[src/hw/rtl/dre_pkg.sv]
`timescale 1ns / 1ps
// Shared types and constants of the DNS reply address extractor.
// Depends on nothing; every other file of the block imports it.
package dre_pkg;

    localparam int MaxMessageBytes = 2048;
    localparam int OffsetW         = $clog2(MaxMessageBytes + 1);
    localparam int HeaderBytes     = 12;
    localparam int HdrIdxW         = 4;
    localparam int QendW           = 10;
    localparam int IdW             = 16;
    localparam int CountW          = 16;
    localparam int SkipW           = CountW + 1;
    localparam int AddrW           = 32;
    localparam int StatusW         = 3;
    localparam int CfgIdxW         = 1;
    localparam int CfgDataW        = 16;
    localparam int QueueDepth      = 2;
    localparam int QueuePtrW       = $clog2(QueueDepth);
    localparam int QueueCntW       = $clog2(QueueDepth + 1);

    typedef logic [StatusW-1:0] status_t;

    localparam status_t ST_FOUND         = 3'd0;
    localparam status_t ST_NO_ANSWERS    = 3'd1;
    localparam status_t ST_NO_ADDITIONAL = 3'd2;
    localparam status_t ST_BAD_LENGTH    = 3'd3;
    localparam status_t ST_ID_MISMATCH   = 3'd4;
    localparam status_t ST_TRUNCATED     = 3'd5;

    localparam logic [CfgIdxW-1:0] CFG_QUERY_ID     = 1'd0;
    localparam logic [CfgIdxW-1:0] CFG_QUESTION_END = 1'd1;

    localparam logic [IdW-1:0]   QueryIdReset   = 16'd255;
    localparam logic [QendW-1:0] QendMin        = 10'd12;
    localparam logic [7:0]       LabelLimit     = 8'd64;
    localparam logic [1:0]       PointerMark    = 2'b11;
    localparam logic [15:0]      FixedBytes     = 16'd8;
    localparam logic [15:0]      AddressBytes   = 16'd4;

    localparam logic [HdrIdxW-1:0] HDR_ID_HI   = 4'd0;
    localparam logic [HdrIdxW-1:0] HDR_ID_LO   = 4'd1;
    localparam logic [HdrIdxW-1:0] HDR_AN_HI   = 4'd6;
    localparam logic [HdrIdxW-1:0] HDR_AN_LO   = 4'd7;
    localparam logic [HdrIdxW-1:0] HDR_NS_HI   = 4'd8;
    localparam logic [HdrIdxW-1:0] HDR_NS_LO   = 4'd9;
    localparam logic [HdrIdxW-1:0] HDR_AR_HI   = 4'd10;
    localparam logic [HdrIdxW-1:0] HDR_AR_LO   = 4'd11;

    // One message byte, tagged by the front end with its position.
    typedef struct packed {
        logic [7:0]         data_byte;
        logic               last_byte;
        logic               in_range;
        logic               is_header;
        logic [HdrIdxW-1:0] hdr_idx;
        logic               past_question;
    } beat_t;

    typedef enum logic [10:0] {
        PH_HEADER   = 11'b000_0000_0001,
        PH_QUESTION = 11'b000_0000_0010,
        PH_NAME     = 11'b000_0000_0100,
        PH_LABEL    = 11'b000_0000_1000,
        PH_POINTER  = 11'b000_0001_0000,
        PH_FIXED    = 11'b000_0010_0000,
        PH_LEN_HI   = 11'b000_0100_0000,
        PH_LEN_LO   = 11'b000_1000_0000,
        PH_DATA     = 11'b001_0000_0000,
        PH_ADDR     = 11'b010_0000_0000,
        PH_DONE     = 11'b100_0000_0000
    } phase_t;

endpackage

[src/hw/rtl/dre_ifs.sv]
`timescale 1ns / 1ps
// Valid/ready channel interfaces of the DNS reply address extractor.
// Depends on dre_pkg for payload widths.

interface dre_byte_if;
    import dre_pkg::*;
    logic       valid;
    logic       ready;
    logic [7:0] data_byte;
    logic       last_byte;
    modport source (output valid, output data_byte, output last_byte, input ready);
    modport sink   (input valid, input data_byte, input last_byte, output ready);
endinterface

interface dre_result_if;
    import dre_pkg::*;
    logic              valid;
    logic              ready;
    logic [StatusW-1:0] status;
    logic [AddrW-1:0]  address;
    logic [CountW-1:0] answer_total;
    logic [CountW-1:0] additional_total;
    modport source (output valid, output status, output address, output answer_total,
                    output additional_total, input ready);
    modport sink   (input valid, input status, input address, input answer_total,
                    input additional_total, output ready);
endinterface

interface dre_cfg_if;
    import dre_pkg::*;
    logic                valid;
    logic                ready;
    logic [CfgIdxW-1:0]  index;
    logic [CfgDataW-1:0] data;
    modport source (output valid, output index, output data, input ready);
    modport sink   (input valid, input index, input data, output ready);
endinterface

[src/hw/rtl/dre_front.sv]
`timescale 1ns / 1ps
// Front end: accepts message bytes, tracks the byte offset and tags each beat.
// Depends on dre_pkg and dre_byte_if.
module dre_front (
    input  logic                     clk,
    input  logic                     rst_n,
    dre_byte_if.sink                 msg,
    input  logic [dre_pkg::QendW-1:0] question_end,
    input  logic                     queue_full,
    output logic                     push,
    output dre_pkg::beat_t           beat
);
    import dre_pkg::*;

    localparam int CmpW = (OffsetW > QendW) ? OffsetW : QendW;

    logic [OffsetW-1:0] offset_reg;
    logic [OffsetW-1:0] offset_next;
    logic [QendW-1:0]   qend_eff;
    logic               in_range;

    assign msg.ready = !queue_full;
    assign push      = msg.valid && !queue_full;

    // Offsets below the header length behave as the end of the header.
    assign qend_eff = (question_end < QendMin) ? QendMin : question_end;
    assign in_range = offset_reg < OffsetW'(MaxMessageBytes);

    always_comb
    begin
        beat.data_byte     = msg.data_byte;
        beat.last_byte     = msg.last_byte;
        beat.in_range      = in_range;
        beat.is_header     = offset_reg < OffsetW'(HeaderBytes);
        beat.hdr_idx       = offset_reg[HdrIdxW-1:0];
        beat.past_question = CmpW'(offset_reg) >= CmpW'(qend_eff);
    end

    always_comb
    begin
        offset_next = offset_reg;
        if (push)
        begin
            if (msg.last_byte)
                offset_next = '0;
            else if (in_range)
                offset_next = offset_reg + OffsetW'(1);
        end
    end

    always_ff @(posedge clk or negedge rst_n)
    begin
        if (!rst_n)
            offset_reg <= '0;
        else
            offset_reg <= offset_next;
    end

endmodule

[src/hw/rtl/dre_queue.sv]
`timescale 1ns / 1ps
// Short beat queue between the front end and the parser.
// Depends on dre_pkg.
module dre_queue (
    input  logic           clk,
    input  logic           rst_n,
    input  logic           push,
    input  dre_pkg::beat_t push_beat,
    input  logic           pop,
    output logic           full,
    output logic           not_empty,
    output dre_pkg::beat_t head
);
    import dre_pkg::*;

    beat_t                slot_reg [QueueDepth];
    logic [QueuePtrW-1:0] wr_ptr_reg;
    logic [QueuePtrW-1:0] wr_ptr_next;
    logic [QueuePtrW-1:0] rd_ptr_reg;
    logic [QueuePtrW-1:0] rd_ptr_next;
    logic [QueueCntW-1:0] count_reg;
    logic [QueueCntW-1:0] count_next;

    assign full      = count_reg == QueueCntW'(QueueDepth);
    assign not_empty = count_reg != '0;
    assign head      = slot_reg[rd_ptr_reg];

    always_comb
    begin
        wr_ptr_next = wr_ptr_reg;
        rd_ptr_next = rd_ptr_reg;
        count_next  = count_reg;
        if (push)
            wr_ptr_next = (wr_ptr_reg == QueuePtrW'(QueueDepth - 1)) ? '0
                        : wr_ptr_reg + QueuePtrW'(1);
        if (pop)
            rd_ptr_next = (rd_ptr_reg == QueuePtrW'(QueueDepth - 1)) ? '0
                        : rd_ptr_reg + QueuePtrW'(1);
        if (push && !pop)
            count_next = count_reg + QueueCntW'(1);
        else if (pop && !push)
            count_next = count_reg - QueueCntW'(1);
    end

    always_ff @(posedge clk or negedge rst_n)
    begin
        if (!rst_n)
        begin
            wr_ptr_reg <= '0;
            rd_ptr_reg <= '0;
            count_reg  <= '0;
        end
        else
        begin
            wr_ptr_reg <= wr_ptr_next;
            rd_ptr_reg <= rd_ptr_next;
            count_reg  <= count_next;
        end
    end

    always_ff @(posedge clk)
    begin
        if (push)
            slot_reg[wr_ptr_reg] <= push_beat;
    end

endmodule

[src/hw/rtl/dre_back.sv]
`timescale 1ns / 1ps
// Back end: header capture, resource record walk and the result register.
// Depends on dre_pkg and dre_result_if.
module dre_back (
    input  logic                   clk,
    input  logic                   rst_n,
    input  logic [dre_pkg::IdW-1:0] query_id,
    input  logic                   beat_valid,
    input  dre_pkg::beat_t         beat,
    output logic                   pop,
    dre_result_if.source           result
);
    import dre_pkg::*;

    phase_t              phase_reg,      phase_next;
    logic [IdW-1:0]      reply_id_reg,   reply_id_next;
    logic [CountW-1:0]   answer_reg,     answer_next;
    logic [CountW-1:0]   authority_reg,  authority_next;
    logic [CountW-1:0]   additional_reg, additional_next;
    logic [SkipW-1:0]    skipped_reg,    skipped_next;
    logic [15:0]         left_reg,       left_next;
    logic [7:0]          len_hi_reg,     len_hi_next;
    logic [AddrW-1:0]    addr_reg,       addr_next;
    status_t             outcome_reg,    outcome_next;

    logic                res_valid_reg,  res_valid_next;
    status_t             res_status_reg;
    logic [AddrW-1:0]    res_addr_reg;
    logic [CountW-1:0]   res_answer_reg;
    logic [CountW-1:0]   res_additional_reg;

    logic [7:0]          b;
    logic [15:0]         left_dec;
    logic [15:0]         data_len;
    logic                do_name;
    logic                slot_free;

    // A beat that ends the message needs the result register; others never wait.
    assign slot_free = !res_valid_reg || result.ready;
    assign pop       = beat_valid && (!beat.last_byte || slot_free);

    assign b        = beat.data_byte;
    assign left_dec = left_reg - 16'd1;
    assign data_len = {len_hi_reg, b};
    assign do_name  = (phase_reg == PH_NAME)
                   || ((phase_reg == PH_QUESTION) && beat.past_question);

    always_comb
    begin
        phase_next      = phase_reg;
        reply_id_next   = reply_id_reg;
        answer_next     = answer_reg;
        authority_next  = authority_reg;
        additional_next = additional_reg;
        skipped_next    = skipped_reg;
        left_next       = left_reg;
        len_hi_next     = len_hi_reg;
        addr_next       = addr_reg;
        outcome_next    = outcome_reg;

        if (pop && beat.in_range)
        begin
            if (do_name)
            begin
                if ((b != 8'd0) && (b < LabelLimit))
                begin
                    left_next  = {8'd0, b};
                    phase_next = PH_LABEL;
                end
                else if (b[7:6] == PointerMark)
                    phase_next = PH_POINTER;
                else
                begin
                    left_next  = FixedBytes;
                    phase_next = PH_FIXED;
                end
            end
            else
            begin
                unique case (phase_reg)
                    PH_HEADER:
                    begin
                        if (beat.is_header)
                        begin
                            unique case (beat.hdr_idx)
                                HDR_ID_HI: reply_id_next[15:8]  = b;
                                HDR_ID_LO: reply_id_next[7:0]   = b;
                                HDR_AN_HI: answer_next[15:8]    = b;
                                HDR_AN_LO: answer_next[7:0]     = b;
                                HDR_NS_HI: authority_next[15:8] = b;
                                HDR_NS_LO: authority_next[7:0]  = b;
                                HDR_AR_HI: additional_next[15:8] = b;
                                HDR_AR_LO: additional_next[7:0] = b;
                                default: ;
                            endcase
                            if (beat.hdr_idx == HDR_AR_LO)
                            begin
                                priority if (reply_id_next != query_id)
                                begin
                                    outcome_next = ST_ID_MISMATCH;
                                    phase_next   = PH_DONE;
                                end
                                else if (answer_next == '0)
                                begin
                                    outcome_next = ST_NO_ANSWERS;
                                    phase_next   = PH_DONE;
                                end
                                else if (additional_next == '0)
                                begin
                                    outcome_next = ST_NO_ADDITIONAL;
                                    phase_next   = PH_DONE;
                                end
                                else
                                    phase_next = PH_QUESTION;
                            end
                        end
                    end
                    PH_LABEL:
                    begin
                        left_next = left_dec;
                        if (left_dec == '0)
                            phase_next = PH_NAME;
                    end
                    PH_POINTER:
                    begin
                        left_next  = FixedBytes;
                        phase_next = PH_FIXED;
                    end
                    PH_FIXED:
                    begin
                        left_next = left_dec;
                        if (left_dec == '0)
                            phase_next = PH_LEN_HI;
                    end
                    PH_LEN_HI:
                    begin
                        len_hi_next = b;
                        phase_next  = PH_LEN_LO;
                    end
                    PH_LEN_LO:
                    begin
                        // The record after all answers and authorities is the
                        // first additional record.
                        if (skipped_reg == (SkipW'(answer_reg) + SkipW'(authority_reg)))
                        begin
                            if (data_len != AddressBytes)
                            begin
                                outcome_next = ST_BAD_LENGTH;
                                phase_next   = PH_DONE;
                            end
                            else
                            begin
                                left_next  = AddressBytes;
                                addr_next  = '0;
                                phase_next = PH_ADDR;
                            end
                        end
                        else if (data_len == '0)
                        begin
                            skipped_next = skipped_reg + SkipW'(1);
                            phase_next   = PH_NAME;
                        end
                        else
                        begin
                            left_next  = data_len;
                            phase_next = PH_DATA;
                        end
                    end
                    PH_DATA:
                    begin
                        left_next = left_dec;
                        if (left_dec == '0)
                        begin
                            skipped_next = skipped_reg + SkipW'(1);
                            phase_next   = PH_NAME;
                        end
                    end
                    PH_ADDR:
                    begin
                        addr_next = {addr_reg[AddrW-9:0], b};
                        left_next = left_dec;
                        if (left_dec == '0)
                        begin
                            outcome_next = ST_FOUND;
                            phase_next   = PH_DONE;
                        end
                    end
                    PH_QUESTION, PH_NAME, PH_DONE: ;
                    default: ;
                endcase
            end
        end
    end

    always_comb
    begin
        if (pop && beat.last_byte)
            res_valid_next = 1'b1;
        else if (result.ready)
            res_valid_next = 1'b0;
        else
            res_valid_next = res_valid_reg;
    end

    always_ff @(posedge clk or negedge rst_n)
    begin
        if (!rst_n)
        begin
            phase_reg      <= PH_HEADER;
            reply_id_reg   <= '0;
            answer_reg     <= '0;
            authority_reg  <= '0;
            additional_reg <= '0;
            skipped_reg    <= '0;
            left_reg       <= '0;
            len_hi_reg     <= '0;
            addr_reg       <= '0;
            outcome_reg    <= ST_TRUNCATED;
            res_valid_reg  <= 1'b0;
        end
        else
        begin
            res_valid_reg <= res_valid_next;
            if (pop && beat.last_byte)
            begin
                phase_reg      <= PH_HEADER;
                reply_id_reg   <= '0;
                answer_reg     <= '0;
                authority_reg  <= '0;
                additional_reg <= '0;
                skipped_reg    <= '0;
                left_reg       <= '0;
                len_hi_reg     <= '0;
                addr_reg       <= '0;
                outcome_reg    <= ST_TRUNCATED;
            end
            else
            begin
                phase_reg      <= phase_next;
                reply_id_reg   <= reply_id_next;
                answer_reg     <= answer_next;
                authority_reg  <= authority_next;
                additional_reg <= additional_next;
                skipped_reg    <= skipped_next;
                left_reg       <= left_next;
                len_hi_reg     <= len_hi_next;
                addr_reg       <= addr_next;
                outcome_reg    <= outcome_next;
            end
        end
    end

    always_ff @(posedge clk)
    begin
        if (pop && beat.last_byte)
        begin
            res_status_reg     <= outcome_next;
            res_addr_reg       <= (outcome_next == ST_FOUND) ? addr_next : '0;
            res_answer_reg     <= answer_next;
            res_additional_reg <= additional_next;
        end
    end

    assign result.valid            = res_valid_reg;
    assign result.status           = res_status_reg;
    assign result.address          = res_addr_reg;
    assign result.answer_total     = res_answer_reg;
    assign result.additional_total = res_additional_reg;

endmodule

[src/hw/rtl/dns_reply_address_extractor.sv]
`timescale 1ns / 1ps
// DNS reply address extractor: top level with configuration registers.
// Depends on dre_pkg, the channel interfaces, dre_front, dre_queue and dre_back.
//
// Usage. The msg channel carries one byte of a DNS reply per beat; last_byte
// marks the final beat of a message. For each message exactly one beat leaves
// on the result channel: a status code, the IPv4 address of the first
// additional record when found, and the answer and additional counts from the
// header. The cfg channel writes the expected message id (index 0) and the
// offset of the first answer record (index 1); it is always ready and should
// be used only while no message is in flight.
// Throughput is one byte per cycle unless the queue is full. The front end
// tags each byte with its offset, a two-beat queue carries it to the record
// parser, and the result is registered when the parser takes the last byte.
// Reset clears the parser to the start of a message and loads the register
// defaults (id 255, offset 12). When the result receiver stalls, only the
// final byte of the next message waits; the queue then holds it and one more
// beat, after which msg.ready falls.
module dns_reply_address_extractor (
    input  logic         clk,
    input  logic         rst_n,
    dre_byte_if.sink     msg,
    dre_cfg_if.sink      cfg,
    dre_result_if.source result
);
    import dre_pkg::*;

    logic [IdW-1:0]   query_id_reg;
    logic [QendW-1:0] qend_reg;
    logic             q_push;
    logic             q_pop;
    logic             q_full;
    logic             q_not_empty;
    beat_t            q_in;
    beat_t            q_head;

    assign cfg.ready = 1'b1;

    always_ff @(posedge clk or negedge rst_n)
    begin
        if (!rst_n)
        begin
            query_id_reg <= QueryIdReset;
            qend_reg     <= QendMin;
        end
        else if (cfg.valid)
        begin
            unique case (cfg.index)
                CFG_QUERY_ID:     query_id_reg <= cfg.data;
                CFG_QUESTION_END: qend_reg     <= cfg.data[QendW-1:0];
                default: ;
            endcase
        end
    end

    dre_front u_front (
        .clk          (clk),
        .rst_n        (rst_n),
        .msg          (msg),
        .question_end (qend_reg),
        .queue_full   (q_full),
        .push         (q_push),
        .beat         (q_in)
    );

    dre_queue u_queue (
        .clk       (clk),
        .rst_n     (rst_n),
        .push      (q_push),
        .push_beat (q_in),
        .pop       (q_pop),
        .full      (q_full),
        .not_empty (q_not_empty),
        .head      (q_head)
    );

    dre_back u_back (
        .clk        (clk),
        .rst_n      (rst_n),
        .query_id   (query_id_reg),
        .beat_valid (q_not_empty),
        .beat       (q_head),
        .pop        (q_pop),
        .result     (result)
    );

    // The status code stays within the defined codes.
    assert property (@(posedge clk) disable iff (!rst_n)
        result.valid |-> (result.status <= ST_TRUNCATED))
        else $error("result status out of range");

    // An address is reported only together with a found status.
    assert property (@(posedge clk) disable iff (!rst_n)
        (result.valid && (result.status != ST_FOUND)) |-> (result.address == '0))
        else $error("address reported without a found status");

    // Taking the final byte of a message from the queue produces a result.
    assert property (@(posedge clk) disable iff (!rst_n)
        (q_pop && q_head.last_byte) |=> result.valid)
        else $error("message end did not produce a result");

    // The queue never pops when it is empty.
    assert property (@(posedge clk) disable iff (!rst_n)
        q_pop |-> q_not_empty)
        else $error("pop from an empty queue");

endmodule
[src/flat_wrapper.sv]
// flat-port wrapper written by rule: the top's interface ports become plain ports
module dns_reply_address_extractor_flat import dre_pkg::*;
  (clk, rst_n, msg_valid, msg_data_byte, msg_last_byte, msg_ready, cfg_valid, cfg_index, cfg_data, cfg_ready, result_valid, result_status, result_address, result_answer_total, result_additional_total, result_ready);
  dre_byte_if msg_i ();
  dre_cfg_if cfg_i ();
  dre_result_if result_i ();
  input  logic clk;
  input  logic rst_n;
  input wire logic [$bits(msg_i.valid)-1:0] msg_valid;
  input wire logic [$bits(msg_i.data_byte)-1:0] msg_data_byte;
  input wire logic [$bits(msg_i.last_byte)-1:0] msg_last_byte;
  output wire logic [$bits(msg_i.ready)-1:0] msg_ready;
  input wire logic [$bits(cfg_i.valid)-1:0] cfg_valid;
  input wire logic [$bits(cfg_i.index)-1:0] cfg_index;
  input wire logic [$bits(cfg_i.data)-1:0] cfg_data;
  output wire logic [$bits(cfg_i.ready)-1:0] cfg_ready;
  output wire logic [$bits(result_i.valid)-1:0] result_valid;
  output wire logic [$bits(result_i.status)-1:0] result_status;
  output wire logic [$bits(result_i.address)-1:0] result_address;
  output wire logic [$bits(result_i.answer_total)-1:0] result_answer_total;
  output wire logic [$bits(result_i.additional_total)-1:0] result_additional_total;
  input wire logic [$bits(result_i.ready)-1:0] result_ready;
  assign msg_i.valid = msg_valid;
  assign msg_i.data_byte = msg_data_byte;
  assign msg_i.last_byte = msg_last_byte;
  assign msg_ready = msg_i.ready;
  assign cfg_i.valid = cfg_valid;
  assign cfg_i.index = cfg_index;
  assign cfg_i.data = cfg_data;
  assign cfg_ready = cfg_i.ready;
  assign result_valid = result_i.valid;
  assign result_status = result_i.status;
  assign result_address = result_i.address;
  assign result_answer_total = result_i.answer_total;
  assign result_additional_total = result_i.additional_total;
  assign result_i.ready = result_ready;
  dns_reply_address_extractor u_core (.clk(clk), .rst_n(rst_n), .msg(msg_i), .cfg(cfg_i), .result(result_i));
endmodule
[config.mk]
export PLATFORM = sky130hd
export DESIGN_NAME = dns_reply_address_extractor_flat
export DESIGN_NICKNAME = d
export VERILOG_FILES = /design/src/hw/rtl/dre_pkg.sv /design/src/hw/rtl/dre_ifs.sv /design/src/hw/rtl/dre_front.sv /design/src/hw/rtl/dre_queue.sv /design/src/hw/rtl/dre_back.sv /design/src/hw/rtl/dns_reply_address_extractor.sv /design/src/flat_wrapper.sv
export SDC_FILE = /design/constraint.sdc
export NUM_CORES = 1
export LEC_CHECK = 0
export ABC_AREA = 1
export BUFFER_PORTS_ARGS = -buffer_cell sky130_fd_sc_hd__buf_4
export CORE_ASPECT_RATIO = 2
export CORE_MARGIN = 10
export CORE_UTILIZATION = 40
export CTS_CLUSTER_DIAMETER = 120
export DETAILED_ROUTE_END_ITERATION = 8
export GPL_ROUTABILITY_DRIVEN = 0
export PLACE_DENSITY_LB_ADDON = 0.15
export SYNTH_ARGS = -nofsm -noshare
export SYNTH_HDL_FRONTEND = slang
export SYNTH_SLANG_ARGS = --single-unit
[constraint.sdc]
create_clock -name clk -period 10.3 [get_ports clk]
set_input_delay 1.03 -clock clk [delete_from_list [all_inputs] [get_ports clk]]
set_output_delay 1.03 -clock clk [all_outputs]
set_load 0.02 [all_outputs]
==> flow_summary_export.csv, run 1 <==
group,metric,value,unit
outcome,status,"completed",
timing,setup_tns,0,ns
finish,diodes,0,
min_path,holdCritStartpoint,"u_core.u_back.authority_reg[14]",
floorplanning,die_h,305.0,um
floorplanning,fp-row-count,104,
route,detail-route-antenna-nets,0,
floorplanning,die_area,49550,um^2
setup_path,crit_fanout,37,
global_route,grt_pass1_wl,74.49,mm
power_and_ir_drop,p_sw_share,45.56,%
setup_path,endpoint_kind,"flop",
synth,syn-num-nets,2145,
finish,synthToLayoutAreaGrowth,13.84,%
power_and_ir_drop,max-vdd-ir-drop,216.4,uV
finish,fin_nets,2220,
synth,syn_inst,2082,
floorplanning,io_pins,101,
power_and_ir_drop,p_comb_share,46.5,%
synth,synth-seq-area-share,48.29,%
synth,yosysWarnings,0,
clocking,ctsResizeCount,0,
placed_design,dpl.hpwl,34.09,mm
global_route,grt_use_total,18.59,%
synth,syn_avg_cell_area,7.801,um^2
global_route,overflow,0,
run,drv_cap,0,
min_path,whs_path_depth,2,
power_and_ir_drop,power_density,306.4,nW/um^2
timing,hold_viol,0,
global_route,antenna_found_initial,0,
clocking,cts_hold_buf,0,
min_path,hold_path.class,"flop to flop",
clocking,htree_num_levels,1,
placed_design,place_area,17430,um^2
timing,slew_headroom,30.01,%
route,wl_per_cell,17.31,um
clocking,clk_latency,0.59,ns
clocking,cts_buffers,29,
setup_path,ff2ff_setup_slack,5.64,ns
timing,timing.final.crit_share,45.24,%
route,vias_per_cell,5.114,
setup_path,worstPathArrival,5.09,ns
timing,fmax,214.6,MHz
power_and_ir_drop,clkPwrFrac,21.1,%
clocking,cts-root-buf,"clkbuf_16",
setup_path,path_class,"flop to flop",
clocking,cts.clk_slew.worst_paths,0.07,ns
setup_path,r2r-start,"u_core.u_queue.rd_ptr_reg",
power_and_ir_drop,p_int,0.003085,W
finish,layout_common_cells,"nand2_1 (582), inv_1 (264), nor2_1 (206)",
floorplanning,coreArea,40210,um^2
global_route,grt_max_degree,97,
power_and_ir_drop,p_seq_share,32.4,%
finish,layout_commonest_cell,"nand2_1",
timing,min_period,4.660,ns
timing,clock-skew-final,0.01209,ns
setup_path,worstSetupStartpointType,"flop",
floorplanning,die_width,162.5,um
clocking,post_cts_buffers,0,
route,firstDrtPassIters,9,
synth,async_flop_share,66.21,%
route,wl,46.91,mm
floorplanning,start_util,40.39,%
route,drc,0,
timing,worst_slew_pin_slew,1.050,ns
setup_path,cp.required,10.73,ns
setup_path,ff2ff_path_depth,17,
global_route,grt_pass1_vias,13950,
finish,design_area,18490,um^2
setup_path,r2r_end,"u_core.u_back.result.address[30]",
synth,ys.flop_type,"dfrtp_1",
clocking,cts_buffer_depth,3,
route,num_vias,13860,
clocking,cts.sinks,293,
timing,setup_violations,0,
power_and_ir_drop,leakagePower,8.869,nW
synth,ys_seq_elements,293,
finish,final_layout_size_suffix_gt1_share,12.02,%
placed_design,portBuffers,99,
route,first_iter_violations,924,
synth,netlist_area,16240,um^2
synth,synth_edf_count,99,
min_path,hold_path_end,"u_core.u_back.authority_reg[14]",
power_and_ir_drop,p_sw,0.002582,W
timing,rsz0062_at_grt,"no",
timing,finalMaxSlewViolations,0,
synth,synth.distinct_cells,52,
clocking,cts_tree,"built",
==> cell usage after synthesis, drive strengths merged, types with 4 or more instances <==
library cell,count,area (um^2)
o22ai,18,112.6
a31oi,4,25.02
nand2,596,2287
mux2,6,67.56
dfrtp,181,4529
nand4,25,156.4
inv,269,1010
edfxtp,99,2973
xor2,17,148.9
buf,24,182.7
a21oi,89,456.7
xnor2,18,157.7
nor2,246,1057
or2,12,75.07
nor3,31,155.2
o21ai,166,849.6
clkbuf,47,176.4
ha,31,387.9
dfstp,13,341.6
nor4,10,62.56
o31ai,5,37.54
nand3,139,708.2
nand3b,17,127.6
==> power by group through the flow <==
| stage | combinational [W] | clock (W) | sequential, W |
|---|---|---|---|
| final | 0.00264 | 0.00120 | 0.00183 |
| after global routing | 0.00295 | 0.00127 | 0.00187 |
| after CTS | 0.00265 | 0.00123 | 0.00184 |
| after detailed placement | 0.00264 | 0 | 0.00185 |
| after global placement | 0.00261 | 0 | 0.00185 |
| after floorplan | 0.00173 | 0 | 0.00191 |
==> final cells by class <==
| cell class | count | area (um^2) |
|---|---|---|
| Timing Repair Buffer | 115 | 869.6 |
| Inverter | 270 | 1016 |
| Tap cell | 530 | 663.1 |
| Clock buffer | 31 | 733.2 |
| Multi-Input combinational cell | 1448 | 7036 |
| Clock inverter | 23 | 329.1 |
| Sequential cell | 293 | 7844 |
| Fill cell | 4001 | 21720 |
==> metal layers <==
| metal | vias up | track usage [%] | share of wire (%) |
|---|---|---|---|
| met1 | 6536 | 20.35 | 38 |
| met4 | 0 | 7.946 | 4.2 |
| met3 | 112 | 2.403 | 4.4 |
| li1 | 6862 | - | - |
| met2 | 350 | 34.61 | 54 |
| met5 | - | 0 | 0 |
==> cells by family after synthesis <==
logic type | Yosys count | share of synthesized area (%)
other | 1 | 0.02309
XOR/XNOR | 35 | 1.887
adder cells (fa/ha/maj) | 32 | 2.511
buffers and inverters | 341 | 8.451
AO/OA/AOI/OAI | 294 | 9.722
flip-flops | 293 | 48.29
multiplexers | 6 | 0.4160
AND/OR/NAND/NOR | 1080 | 28.70
==> metrics by stage <==
step                setup WS, ns  instances  power, W  utilization [%]  hold slack [ns]
CTS                        5.636       2710  0.005711            45.99           0.4955
global placement           5.738       2656  0.004461            43.34           0.4729
detailed placement         5.642       2656  0.004490            43.34           0.4772
finish                     5.640       2710  0.005666            45.99           0.4902
global route               5.156       2710  0.006087            45.99           0.5216
floorplan                  5.970       2082  0.003642                -           0.4530
==> worst max-delay path, stage by stage (launching register included) <==
cell and delay, ns:
dfrtp_1 0.91, inv_2 0.28, nand2_1 0.12, nand2_1 0.07
nand3_1 0.07, o21a_2 0.17, inv_2 0.04, a21oi_1 0.17
inv_2 0.10, nor2_4 0.76, o21ai_0 0.36, inv_1 0.21
o21ai_0 0.12, nor2_1 0.14, nand3_1 0.08, nand2_1 0.15
nand3_4 0.49, nor2_2 0.24
==> worst max-delay path by stage <==
stage | from | endpoint | slack (ns) | cells after the start
2_1_floorplan | result_ready | u_core.u_back.result.additional_total[0] | 5.97 | 7
3_3_place_gp | u_core.u_back.answer_reg[0] | u_core.u_back.left_reg[4] | 5.74 | 18
3_5_place_dp | u_core.u_queue.rd_ptr_reg | u_core.u_back.result.address[0] | 5.64 | 17
4_1_cts | u_core.u_queue.rd_ptr_reg | u_core.u_back.result.address[9] | 5.64 | 17
5_1_grt | u_core.u_queue.rd_ptr_reg | u_core.u_back.result.address[7] | 5.16 | 17
6_report | u_core.u_queue.rd_ptr_reg | u_core.u_back.result.address[30] | 5.64 | 17
Note: power is estimated with default switching activity, not from simulation.
==> run 2: changes to the inputs <==
clock period = 4.65 ns   (was 10.3 ns; I/O delays follow)
==> run 2 against run 1 <==
Net effect:
- the flow now finishes with violations (hold timing)
- clock power rose by 120%
- non-clock buffer count grew 7
- count of clock-buffer cells in the layout is 4 higher
- global-route usage grew 0.19 points
- critical endpoint is now u_core.u_back.result.address[26]
- largest power group unchanged
==> flow_summary_export.csv, run 2 (synthesized netlist as in run 1, its figures left out) <==
group,metric,value,unit
clocking,cts_tree,"built",
power_and_ir_drop,power_density,677.7,nW/um^2
setup_path,worstSetupStartpointType,"flop",
clocking,cts-root-buf,"clkbuf_16",
finish,design_area,18560,um^2
floorplanning,die_h,305.0,um
timing,hold_viol,22,
timing,slew_headroom,34.80,%
global_route,grt_use_total,18.79,%
power_and_ir_drop,max-vdd-ir-drop,446.1,uV
timing,whs,-0.05376,ns
floorplanning,io_pins,101,
finish,layout_common_cells,"nand2_1 (582), inv_1 (264), nor2_1 (206)",
clocking,cts_buffers,29,
timing,fmax,243.4,MHz
min_path,hold_path.class,"primary input to async pin",
route,detail-route-antenna-nets,0,
outcome,violations,"hold timing",
global_route,grt_pass1_vias,14170,
timing,fin_ws,0.5413,ns
finish,fin_nets,2227,
floorplanning,fp-row-count,104,
power_and_ir_drop,leakagePower,8.913,nW
timing,timing.final.crit_share,88.36,%
global_route,use_met3,2.471,%
setup_path,crit_fanout,33,
setup_path,path_class,"flop to flop",
timing,min_period,4.109,ns
clocking,cts.sinks,293,
timing,finalMaxSlewViolations,0,
clocking,cts_buffer_depth,3,
placed_design,dpl.hpwl,34.20,mm
placed_design,place_area,17490,um^2
global_route,antenna_found_initial,0,
finish,layout_commonest_cell,"nand2_1",
clocking,clk_latency,0.58,ns
global_route,overflow,0,
clocking,ctsResizeCount,0,
setup_path,worstPathArrival,4.41,ns
finish,final_layout_size_suffix_gt1_share,12.30,%
setup_path,ff2ff_setup_slack,0.54,ns
clocking,cts.clk_slew.worst_paths,0.06,ns
global_route,grt_pass1_wl,75.47,mm
setup_path,ff2ff_path_depth,19,
global_route,grt.busiest_layer,"met2",
global_route,grt_max_degree,99,
timing,setup_tns,0,ns
finish,diodes,0,
global_route,use_met1,19.97,%
route,drc,0,
finish,seq_area,7844,um^2
finish,synthToLayoutAreaGrowth,14.27,%
clocking,htree_num_levels,1,
route,num_vias,13880,
clocking,cts_hold_buf,0,
floorplanning,die_area,49550,um^2
floorplanning,coreArea,40210,um^2
timing,worst_slew_pin_slew,0.9780,ns
placed_design,pre_cts_slack,0.5153,ns
placed_design,portBuffers,99,
floorplanning,die_width,162.5,um
route,wl,46.94,mm
floorplanning,start_util,40.39,%
global_route,grt_use_met2,34.89,%
clocking,post_cts_buffers,0,
timing,clock-skew-final,0.02216,ns
finish,nFillCells,4012,
timing,rsz0062_at_grt,"no",
route,firstDrtPassIters,5,
outcome,status,"finished, violations left",
run,drv_cap,0,
timing,setup_violations,0,
route,wl_per_cell,17.28,um
setup_path,cp.required,4.95,ns
finish,multi_input_area,7036,um^2
setup_path,r2r_end,"u_core.u_back.result.address[26]",
route,vias_per_cell,5.107,
setup_path,r2r-start,"u_core.u_back.answer_reg[0]",
route,first_iter_violations,944,
setup_path,endpoint_kind,"flop",
[run 2: changes by cell type in the layout (fill, tap and decap cells not counted), sizes merged]
cell,change
clkbuf,+4
clkinvlp,-2
buf,+7
inv,-2
[run 2: power breakdown]
| part | leakage, nW | switching, W | total, W | internal, W |
|---|---|---|---|---|
| sequential | 3.51 | 0.000493 | 0.00403 | 0.00354 |
| clock | 0.515 | 0.00107 | 0.00264 | 0.00157 |
| combinational | 4.88 | 0.00412 | 0.00591 | 0.00179 |
| total | 8.91 | 0.00569 | 0.0126 | 0.00689 |
[run 2: how the worst max path moves through the flow]
stage	slack (ns)	end	startpoint
3_5_place_dp	0.52	u_core.u_back.result.address[26]	u_core.u_back.answer_reg[0]
5_1_grt	0.12	u_core.u_back.result.address[0]	u_core.u_queue.rd_ptr_reg
6_report	0.54	u_core.u_back.result.address[26]	u_core.u_back.answer_reg[0]
3_3_place_gp	0.53	u_core.u_back.result.address[26]	u_core.u_back.answer_reg[0]
2_1_floorplan	0.66	u_core.u_back.result.additional_total[0]	u_core.u_queue.rd_ptr_reg
4_1_cts	0.49	u_core.u_back.result.address[26]	u_core.u_back.answer_reg[0]
[run 2: critical path: stages (launching register included)]
cell	delay, ns
dfrtp_1	0.42
ha_1	0.26
fa_1	0.49
nand3_1	0.11
nand2_1	0.12
nand2_1	0.11
nand2_1	0.07
nand2_1	0.06
nand2_1	0.04
nor2_1	0.17
nand2_1	0.07
nor2_1	0.08
nand4_1	0.10
nor2_2	0.24
nand2_1	0.44
nor2_2	0.20
buf_4	0.35
o21ai_0	0.12
a21oi_1	0.28
nor2_2	0.07
[run 2: cell type report]
| type | count | area share, % |
|---|---|---|
| Timing Repair Buffer | 122 | 5.036 |
| Tap cell | 530 | 3.573 |
| Multi-Input combinational cell | 1448 | 37.91 |
| Clock inverter | 19 | 1.658 |
| Clock buffer | 35 | 4.085 |
| Sequential cell | 293 | 42.26 |
| Inverter | 270 | 5.474 |
[run 2: layer usage]
metal  wire [um]  share of wire (%)  up-vias
met5           0                  0        -
met4        2396                5.1        0
met2       24990                 53      341
met3        1978                4.2      134
li1            -                  -     6873
met1       17580                 37     6528
[run 2: per-stage QoR]
stage | hold slack, ns | std cells | power, W | util, %
3_3_place_gp | 0.4691 | 2663 | 0.009940 | 43.51
4_1_cts | 0.004959 | 2717 | 0.01270 | 46.16
6_report | -0.05376 | 2717 | 0.01258 | 46.16
5_1_grt | 0.03002 | 2717 | 0.01354 | 46.16
3_5_place_dp | 0.4759 | 2663 | 0.01001 | 43.51
2_1_floorplan | 0.1694 | 2082 | 0.008067 | -
